$ cat src/rtl/pfdu_pkg.sv
// shared types and constants of the frame buffer update block
package pfdu_pkg;

	localparam logic [7:0] CMD_PAGE   = 8'hb0;
	localparam logic [7:0] CMD_COL_HI = 8'h10;
	localparam logic [7:0] CMD_COL_LO = 8'h00;

	localparam logic [1:0] EMIT_PAGE   = 2'd0;
	localparam logic [1:0] EMIT_COL_HI = 2'd1;
	localparam logic [1:0] EMIT_COL_LO = 2'd2;
	localparam logic [1:0] EMIT_DATA   = 2'd3;

	typedef struct packed {
		logic       load;
		logic       rd;
		logic       modify;
		logic       init_wr;
		logic [1:0] emit_sel;
	} ctl_cmd_t;

	typedef struct packed {
		logic ok;
		logic last;
		logic init_done;
	} ctl_sts_t;

endpackage

$ cat src/rtl/pfdu_if.sv
// handshake channels of the frame buffer update block

interface pfdu_req_if;
	logic       valid;
	logic       ready;
	logic       op;
	logic [5:0] x;
	logic [5:0] y;
	logic [5:0] run_length;
	logic       color;
	modport source (output valid, output op, output x, output y, output run_length,
		output color, input ready);
	modport sink (input valid, input op, input x, input y, input run_length,
		input color, output ready);
endinterface

interface pfdu_rsp_if;
	logic       valid;
	logic       ready;
	logic [7:0] out_byte;
	logic       is_data;
	logic       last;
	modport source (output valid, output out_byte, output is_data, output last,
		input ready);
	modport sink (input valid, input out_byte, input is_data, input last,
		output ready);
endinterface

interface pfdu_cfg_if;
	logic       valid;
	logic       ready;
	logic [3:0] column_offset_high;
	modport source (output valid, output column_offset_high, input ready);
	modport sink (input valid, input column_offset_high, output ready);
endinterface

$ cat src/rtl/pfdu_ctrl.sv
// sequencer for buffer init, read-modify-write of each page byte and word output
module pfdu_ctrl
	import pfdu_pkg::*;
(
	input  logic     clk,
	input  logic     arst_n,
	input  logic     in_valid,
	output logic     in_ready,
	output logic     out_valid,
	input  logic     out_ready,
	output ctl_cmd_t cmd,
	input  ctl_sts_t sts
);

	localparam logic [2:0] ST_INIT  = 3'd0;
	localparam logic [2:0] ST_IDLE  = 3'd1;
	localparam logic [2:0] ST_CHECK = 3'd2;
	localparam logic [2:0] ST_RD    = 3'd3;
	localparam logic [2:0] ST_MOD   = 3'd4;
	localparam logic [2:0] ST_EMIT  = 3'd5;

	logic [2:0] st_q;
	logic [2:0] st_d;
	logic [1:0] em_q;

	assign in_ready  = (st_q == ST_IDLE);
	assign out_valid = (st_q == ST_EMIT);

	always_comb begin
		cmd.load     = (st_q == ST_IDLE) && in_valid;
		cmd.rd       = (st_q == ST_RD);
		cmd.modify   = (st_q == ST_MOD);
		cmd.init_wr  = (st_q == ST_INIT);
		cmd.emit_sel = em_q;
	end

	always_comb begin
		st_d = st_q;
		case (st_q)
			ST_INIT: begin
				if (sts.init_done) st_d = ST_IDLE;
			end
			ST_IDLE: begin
				if (in_valid) st_d = ST_CHECK;
			end
			ST_CHECK: begin
				st_d = sts.ok ? ST_RD : ST_IDLE;
			end
			ST_RD: begin
				st_d = ST_MOD;
			end
			ST_MOD: begin
				st_d = ST_EMIT;
			end
			ST_EMIT: begin
				if (out_ready && (em_q == EMIT_DATA)) st_d = sts.last ? ST_IDLE : ST_RD;
			end
			default: begin
				st_d = ST_IDLE;
			end
		endcase
	end

	always_ff @(posedge clk or negedge arst_n) begin
		if (!arst_n) begin
			st_q <= ST_INIT;
			em_q <= EMIT_PAGE;
		end else begin
			st_q <= st_d;
			// four words per byte, wraps back to the page word
			if ((st_q == ST_EMIT) && out_ready) em_q <= em_q + 2'd1;
		end
	end

endmodule

$ cat src/rtl/pfdu_dp.sv
// frame store, request registers, mask logic and output word select
module pfdu_dp
	import pfdu_pkg::*;
#(
	parameter int WIDTH  = 64,
	parameter int HEIGHT = 48
) (
	input  logic       clk,
	input  logic       arst_n,
	input  logic       in_op,
	input  logic [5:0] in_x,
	input  logic [5:0] in_y,
	input  logic [5:0] in_run_length,
	input  logic       in_color,
	input  logic       cfg_valid,
	input  logic [3:0] cfg_column_offset_high,
	input  ctl_cmd_t   cmd,
	output ctl_sts_t   sts,
	output logic [7:0] out_byte,
	output logic       is_data,
	output logic       last
);

	localparam int PAGES = (HEIGHT + 7) / 8;
	localparam int CW    = $clog2(WIDTH);
	localparam int PGW   = (PAGES > 1) ? $clog2(PAGES) : 1;
	localparam int AW    = PGW + CW;
	localparam int DEPTH = PAGES * (1 << CW);

	logic [7:0] mem [0:DEPTH-1];

	logic [3:0]    coh_q;
	logic [AW-1:0] ic_q;
	logic [5:0]    x_q;
	logic [6:0]    y_q;
	logic [6:0]    len_q;
	logic          color_q;
	logic          ok_q;
	logic          last_q;
	logic [2:0]    page_q;
	logic [7:0]    new_q;
	logic [7:0]    rdata_s1;

	// request check and bottom clip
	logic [7:0] room8;
	logic [7:0] len8;
	logic [7:0] len_eff8;
	logic       in_ok;

	always_comb begin
		room8    = 8'(HEIGHT) - {2'b00, in_y};
		len8     = {2'b00, in_run_length};
		len_eff8 = in_op ? ((len8 > room8) ? room8 : len8) : 8'd1;
		in_ok    = ({2'b00, in_x} < 8'(WIDTH)) && ({2'b00, in_y} < 8'(HEIGHT))
			&& (len_eff8 != 8'd0);
	end

	// segment of the run that falls in the current page byte
	logic [3:0]    rem;
	logic [3:0]    n;
	logic [3:0]    hi;
	logic [8:0]    m9;
	logic [7:0]    mask;
	logic [7:0]    new_b;
	logic [6:0]    len_next;
	logic [2:0]    pg;
	logic [6:0]    xz;
	logic [AW-1:0] seg_addr;

	always_comb begin
		rem      = 4'd8 - {1'b0, y_q[2:0]};
		n        = (len_q < {3'b000, rem}) ? len_q[3:0] : rem;
		hi       = {1'b0, y_q[2:0]} + n;
		m9       = (9'h0ff << y_q[2:0]) & ~(9'h0ff << hi);
		mask     = m9[7:0];
		new_b    = color_q ? (rdata_s1 | mask) : (rdata_s1 & ~mask);
		len_next = len_q - {3'b000, n};
		pg       = y_q[5:3];
		xz       = {1'b0, x_q};
		seg_addr = {pg[PGW-1:0], xz[CW-1:0]};
	end

	// border pattern for the init sweep
	logic [CW-1:0]  icol;
	logic [PGW-1:0] ipg;
	logic [7:0]     init_b;

	always_comb begin
		icol = ic_q[CW-1:0];
		ipg  = ic_q[AW-1:CW];
		if (icol == CW'(0))              init_b = 8'hff;
		else if (icol == CW'(WIDTH - 1)) init_b = 8'h00;
		else if (ipg == PGW'(0))         init_b = 8'h01;
		else if (ipg == PGW'(PAGES - 1)) init_b = 8'h80;
		else                             init_b = 8'h00;
	end

	logic          we;
	logic [AW-1:0] waddr;
	logic [7:0]    wdata;

	always_comb begin
		we    = cmd.init_wr || cmd.modify;
		waddr = cmd.init_wr ? ic_q : seg_addr;
		wdata = cmd.init_wr ? init_b : new_b;
	end

	always_ff @(posedge clk) begin
		if (we) mem[waddr] <= wdata;
		if (cmd.rd) rdata_s1 <= mem[seg_addr];
	end

	always_ff @(posedge clk or negedge arst_n) begin
		if (!arst_n) begin
			coh_q <= 4'd2;
			ic_q  <= '0;
			ok_q  <= 1'b0;
		end else begin
			if (cfg_valid) coh_q <= cfg_column_offset_high;
			if (cmd.init_wr) ic_q <= ic_q + AW'(1);
			if (cmd.load) ok_q <= in_ok;
		end
	end

	always_ff @(posedge clk) begin
		if (cmd.load) begin
			x_q     <= in_x;
			y_q     <= {1'b0, in_y};
			len_q   <= len_eff8[6:0];
			color_q <= in_color;
		end
		if (cmd.modify) begin
			new_q  <= new_b;
			page_q <= pg;
			last_q <= (len_next == 7'd0);
			len_q  <= len_next;
			y_q    <= y_q + {3'b000, n};
		end
	end

	always_comb begin
		sts.ok        = ok_q;
		sts.last      = last_q;
		sts.init_done = (ic_q == AW'(DEPTH - 1));
	end

	always_comb begin
		out_byte = new_q;
		is_data  = 1'b0;
		last     = 1'b0;
		case (cmd.emit_sel)
			EMIT_PAGE:   out_byte = CMD_PAGE | {5'b00000, page_q};
			EMIT_COL_HI: out_byte = CMD_COL_HI | {4'h0, {2'b00, x_q[5:4]} + coh_q};
			EMIT_COL_LO: out_byte = CMD_COL_LO | {4'h0, x_q[3:0]};
			EMIT_DATA: begin
				out_byte = new_q;
				is_data  = 1'b1;
				last     = last_q;
			end
			default: out_byte = new_q;
		endcase
	end

endmodule

$ cat src/rtl/page_framebuffer_draw_update_top.sv
// Page-organised monochrome frame buffer with display update word stream.
// Each request sets or clears one pixel or a downward vertical run; every touched page
// byte is read, modified and written back, then four words go out: page start, column
// high (plus column_offset_high), column low, and the new data byte, last marked on the
// final one. The request channel is held from acceptance until the last word is taken
// (one read, one write and four output words per byte, sequenced through the single-port
// frame store); a request out of range or with an empty run gives no words. After reset
// the store is filled with the border pattern in a sweep over all
// PAGES * 2**ceil(log2(WIDTH)) addresses (384 at 64 x 48), during which no request is
// taken; configuration writes are always taken.
module page_framebuffer_draw_update_top
	import pfdu_pkg::*;
#(
	parameter int WIDTH  = 64,
	parameter int HEIGHT = 48
) (
	input logic      clk,
	input logic      arst_n,
	pfdu_req_if.sink req,
	pfdu_rsp_if.source rsp,
	pfdu_cfg_if.sink cfg
);

	ctl_cmd_t cmd;
	ctl_sts_t sts;

	assign cfg.ready = 1'b1;

	pfdu_ctrl u_ctrl (
		.clk       (clk),
		.arst_n    (arst_n),
		.in_valid  (req.valid),
		.in_ready  (req.ready),
		.out_valid (rsp.valid),
		.out_ready (rsp.ready),
		.cmd       (cmd),
		.sts       (sts)
	);

	pfdu_dp #(
		.WIDTH  (WIDTH),
		.HEIGHT (HEIGHT)
	) u_dp (
		.clk                    (clk),
		.arst_n                 (arst_n),
		.in_op                  (req.op),
		.in_x                   (req.x),
		.in_y                   (req.y),
		.in_run_length          (req.run_length),
		.in_color               (req.color),
		.cfg_valid              (cfg.valid),
		.cfg_column_offset_high (cfg.column_offset_high),
		.cmd                    (cmd),
		.sts                    (sts),
		.out_byte               (rsp.out_byte),
		.is_data                (rsp.is_data),
		.last                   (rsp.last)
	);

endmodule

$ cat src/flat_wrapper.sv
// flat-port wrapper written by rule: the top's interface ports become plain ports
module page_framebuffer_draw_update_top_flat import pfdu_pkg::*;
#(
	parameter int WIDTH  = 64,
	parameter int HEIGHT = 48
)
  (clk, arst_n, req_valid, req_op, req_x, req_y, req_run_length, req_color, req_ready, rsp_valid, rsp_out_byte, rsp_is_data, rsp_last, rsp_ready, cfg_valid, cfg_column_offset_high, cfg_ready);
  pfdu_req_if req_i ();
  pfdu_rsp_if rsp_i ();
  pfdu_cfg_if cfg_i ();
  input logic clk;
  input logic arst_n;
  input wire logic [$bits(req_i.valid)-1:0] req_valid;
  input wire logic [$bits(req_i.op)-1:0] req_op;
  input wire logic [$bits(req_i.x)-1:0] req_x;
  input wire logic [$bits(req_i.y)-1:0] req_y;
  input wire logic [$bits(req_i.run_length)-1:0] req_run_length;
  input wire logic [$bits(req_i.color)-1:0] req_color;
  output wire logic [$bits(req_i.ready)-1:0] req_ready;
  output wire logic [$bits(rsp_i.valid)-1:0] rsp_valid;
  output wire logic [$bits(rsp_i.out_byte)-1:0] rsp_out_byte;
  output wire logic [$bits(rsp_i.is_data)-1:0] rsp_is_data;
  output wire logic [$bits(rsp_i.last)-1:0] rsp_last;
  input wire logic [$bits(rsp_i.ready)-1:0] rsp_ready;
  input wire logic [$bits(cfg_i.valid)-1:0] cfg_valid;
  input wire logic [$bits(cfg_i.column_offset_high)-1:0] cfg_column_offset_high;
  output wire logic [$bits(cfg_i.ready)-1:0] cfg_ready;
  assign req_i.valid = req_valid;
  assign req_i.op = req_op;
  assign req_i.x = req_x;
  assign req_i.y = req_y;
  assign req_i.run_length = req_run_length;
  assign req_i.color = req_color;
  assign req_ready = req_i.ready;
  assign rsp_valid = rsp_i.valid;
  assign rsp_out_byte = rsp_i.out_byte;
  assign rsp_is_data = rsp_i.is_data;
  assign rsp_last = rsp_i.last;
  assign rsp_i.ready = rsp_ready;
  assign cfg_i.valid = cfg_valid;
  assign cfg_i.column_offset_high = cfg_column_offset_high;
  assign cfg_ready = cfg_i.ready;
  page_framebuffer_draw_update_top #(.WIDTH(WIDTH), .HEIGHT(HEIGHT)) u_core (.clk(clk), .arst_n(arst_n), .req(req_i), .rsp(rsp_i), .cfg(cfg_i));
endmodule
$ cat config.mk
export PLATFORM = sky130hd
export DESIGN_NAME = page_framebuffer_draw_update_top_flat
export DESIGN_NICKNAME = d
export VERILOG_FILES = /design/src/rtl/pfdu_pkg.sv /design/src/rtl/pfdu_if.sv /design/src/rtl/pfdu_ctrl.sv /design/src/rtl/pfdu_dp.sv /design/src/rtl/page_framebuffer_draw_update_top.sv /design/src/flat_wrapper.sv
export SDC_FILE = /design/constraint.sdc
export NUM_CORES = 2
export LEC_CHECK = 0
export BUFFER_PORTS_ARGS = -buffer_cell sky130_fd_sc_hd__buf_4
export CAP_MARGIN = 20
export CORE_ASPECT_RATIO = 1.2
export CORE_MARGIN = 2
export CORE_UTILIZATION = 35
export DETAILED_ROUTE_END_ITERATION = 8
export SLEW_MARGIN = 10
export SYNTH_ARGS = -nofsm -noshare
export SYNTH_HDL_FRONTEND = slang
export SYNTH_HIERARCHICAL = 1
export SYNTH_SLANG_ARGS = --single-unit
$ cat constraint.sdc
create_clock -name clk -period 44.5 [get_ports clk]
set_input_delay 8.9 -clock clk [delete_from_list [all_inputs] [get_ports clk]]
set_output_delay 8.9 -clock clk [all_outputs]
set_load 0.01 [all_outputs]
==> qor.csv <==
metric;value;unit
outcome;finished, final reports clean;
pwr_density_cell;51.0;nW/um^2
synth_area;123000;sq um
htreeDepth;5;
setup_viol;0;
synth.distinct_cells;61;
die_h;654;um
ir_worst_vdd;0.0000445;V
drive_above_1_share;0.226;
rsz0062_at_grt;false;
r2r_cells;13;
critPathMaxStageDelay;0.46;ns
r2r_end;u_core/u_dp/rdata_s1[7];
drv_cap;0;
period_share;0.262;
hold_path_class;reg -> reg;
crit_fanout;24;
nNetsFinal;6087;
synth_seq_cells;3131;
hold_depth;1;
overflow;0;
grt_first_pass_wirelength;430;mm
grt_usage;0.163;
io_buffers;40;
drt_iter0_drc;6092;
max_freq;0.0857;GHz
first_pass_iters;5;
insertion_delay;0.87;ns
postCtsSetupBuffers;0;
layout_common_cells;edfxtp_1 (3112), mux4_2 (731), nor2_1 (425);
synth.yosys.seq_area_share;0.763;
gp_congestion;0.830;
drc;0;
post_drt_wl_per_cell;27.1;um
max_slew_margin;0.142;
cp-start-kind;register;
cts_tree;built;
finalClockSkew;0.0638;ns
synth_largest_area_cell;edfxtp_1;
ys_warn_count;6;
rows;238;
layout_commonest_cell;edfxtp_1;
ys_top_cells_by_area;edfxtp_1 (76%), mux4_2 (13%), mux2i_1 (2.2%);
ctsResizeCount;0;
cp_cell_sequence;buf_4, fa_1, xor2_1, mux4_2, buf_4;
r2r-start;u_core/u_dp/x_q[1];
hold_end;u_core/u_dp/coh_q[0];
slowest_stage;fa_1;
yosysTopAreaCellShare;0.759;
grt_max_degree;242;
fp.dieArea;357000;sq um
vias_per_cell;5.38;
crit_start;u_core/u_dp/x_q[5];
crit_family;adder cells;
hold_buffers;0;
hold_violations;0;
crit_buf_inv;2;
synth_edf_count;3112;
finalMaxSlewViolations;0;
io_pins;42;
grt_pass1_vias;60211;
pre_cts_ws;32.59;ns
cts_max_path_buffers;4;
tightest_slew;1.29;ns
min_from;u_core/u_dp/coh_q[0];
areaGrowthSynthToFinish;12.3;%
required;35.60;ns
grt_antenna_before_repair;8;
dp_hpwl;178;mm
synth.avg_cell_area;20.8;sq um
synth_flop_cell;edfxtp_1;
worst_slack;32.83;ns
wl;297;mm
cp-end-kind;output port;
min_period;11.67;ns
clkTransAtPathRegs;0.06;ns
die_w;545;um
rrSetupSlack;36.57;ns
hold_slack;0.527;ns
core-area;350000;sq um
p_total;7.05;mW
cpMostUsedCell;buf_4;
synth_nets;5974;
cts.sinks;3131;
initial_core_util;0.352;
fin_setup_tns;0;ns
cts.root.buffer_cell;clkbuf_16;
cts_buffers;307;
postSynthCellCount;5914;
async_reset_ff_frac;0.00607;
ant_nets;0;
power_leakage;43.1;nW
worstSetupPathType;reg -> out;
arrival;2.77;ns
via_count;58891;
==> flip-flops by register name, indices dropped and copies added, names as in the netlist <==
| name | count |
|---|---|
| u_core/u_ctrl/em_q | 2 |
| u_core/u_ctrl/st_q | 3 |
| u_core/u_dp/len_q | 7 |
| u_core/u_dp/coh_q | 4 |
| u_core/u_dp/rdata_s1 | 8 |
| u_core/u_dp/last_q | 1 |
| u_core/u_dp/page_q | 3 |
| u_core/u_dp/mem | 3072 |
| u_core/u_dp/ic_q | 9 |
| u_core/u_dp/y_q | 6 |
| u_core/u_dp/x_q | 6 |
| u_core/u_dp/color_q | 1 |
| u_core/u_dp/ok_q | 1 |
| u_core/u_dp/new_q | 8 |
==> where the power goes <==
| group | internal [mW] | switching (mW) |
|---|---|---|
| combinational | 0.179 | 0.710 |
| sequential | 3.62 | 0.0195 |
| clock | 1.44 | 1.08 |
| total | 5.24 | 1.81 |
==> synth_stat cells (all sizes together), types with 42 or more instances <==
cell type,instances
a211oi,42
a21oi,64
a22oi,81
buf,217
clkbuf,138
edfxtp,3112
mux2,56
mux2i,269
mux4,731
nand2,177
nand3,54
nor2,426
nor2b,45
o21ai,87
o22ai,66
==> worst reg2reg max path, delay by kind of cell, from the launching register on <==
| kind | cells | cell delay, ns |
|---|---|---|
| compound gates | 2 | 0.72 |
| buf+inv | 7 | 4.77 |
| flops | 1 | 0.43 |
| mux | 2 | 1.05 |
| simple gates | 2 | 0.66 |
==> final cells by class <==
class	instances	area [sq um]
inverters	32	120
multi-input cells	2396	27400
clock inverters	169	1420
repair buffers	159	1370
clock buffers	377	8160
diodes	1	2.50
flip-flops and latches	3131	93900
well taps	4680	5860
fillers	31000	212000
==> cells by family after synthesis <==
kind of cell             count (synthesis)  synth area share
AO/OA/AOI/OAI                          470            0.0263
XOR/XNOR                                26           0.00185
adder cells (fa/ha/maj)                 31           0.00333
buffers and inverters                  387            0.0162
flip-flops                            3131             0.763
multiplexers                          1056             0.161
other                                    1         0.0000305
AND/OR/NAND/NOR                        812            0.0286
==> per-stage QoR <==
stage | area [sq um] | std cells | util
6_report | 138000 | 10945 | 0.395
5_1_grt | 138000 | 10945 | 0.395
4_1_cts | 138000 | 10937 | 0.394
3_5_place_dp | 128000 | 10391 | 0.367
3_3_place_gp | 128000 | 10389 | 0.367
2_1_floorplan | 123000 | 5914 | -
==> routing by layer <==
layer / global-route usage / share of wire / up-vias
li1: - / - / 24728
met1: 0.212 / 0.40 / 31662
met2: 0.282 / 0.51 / 2069
met3: 0.0227 / 0.061 / 432
met4: 0.0474 / 0.029 / 0
met5: 0 / 0 / -
==> worst max path at each step <==
stage,end,slack [ns],depth (start not counted)
final,rsp_out_byte[2],32.83,5
after global routing,rsp_out_byte[2],32.75,5
after global placement,u_core/u_dp/len_q[0],32.59,14
after floorplan,u_core/u_dp/mem[0][4],12.00,15
after detailed placement,u_core/u_dp/len_q[5],32.59,13
after CTS,rsp_out_byte[2],32.78,5
(Power assumes the default switching activity.)
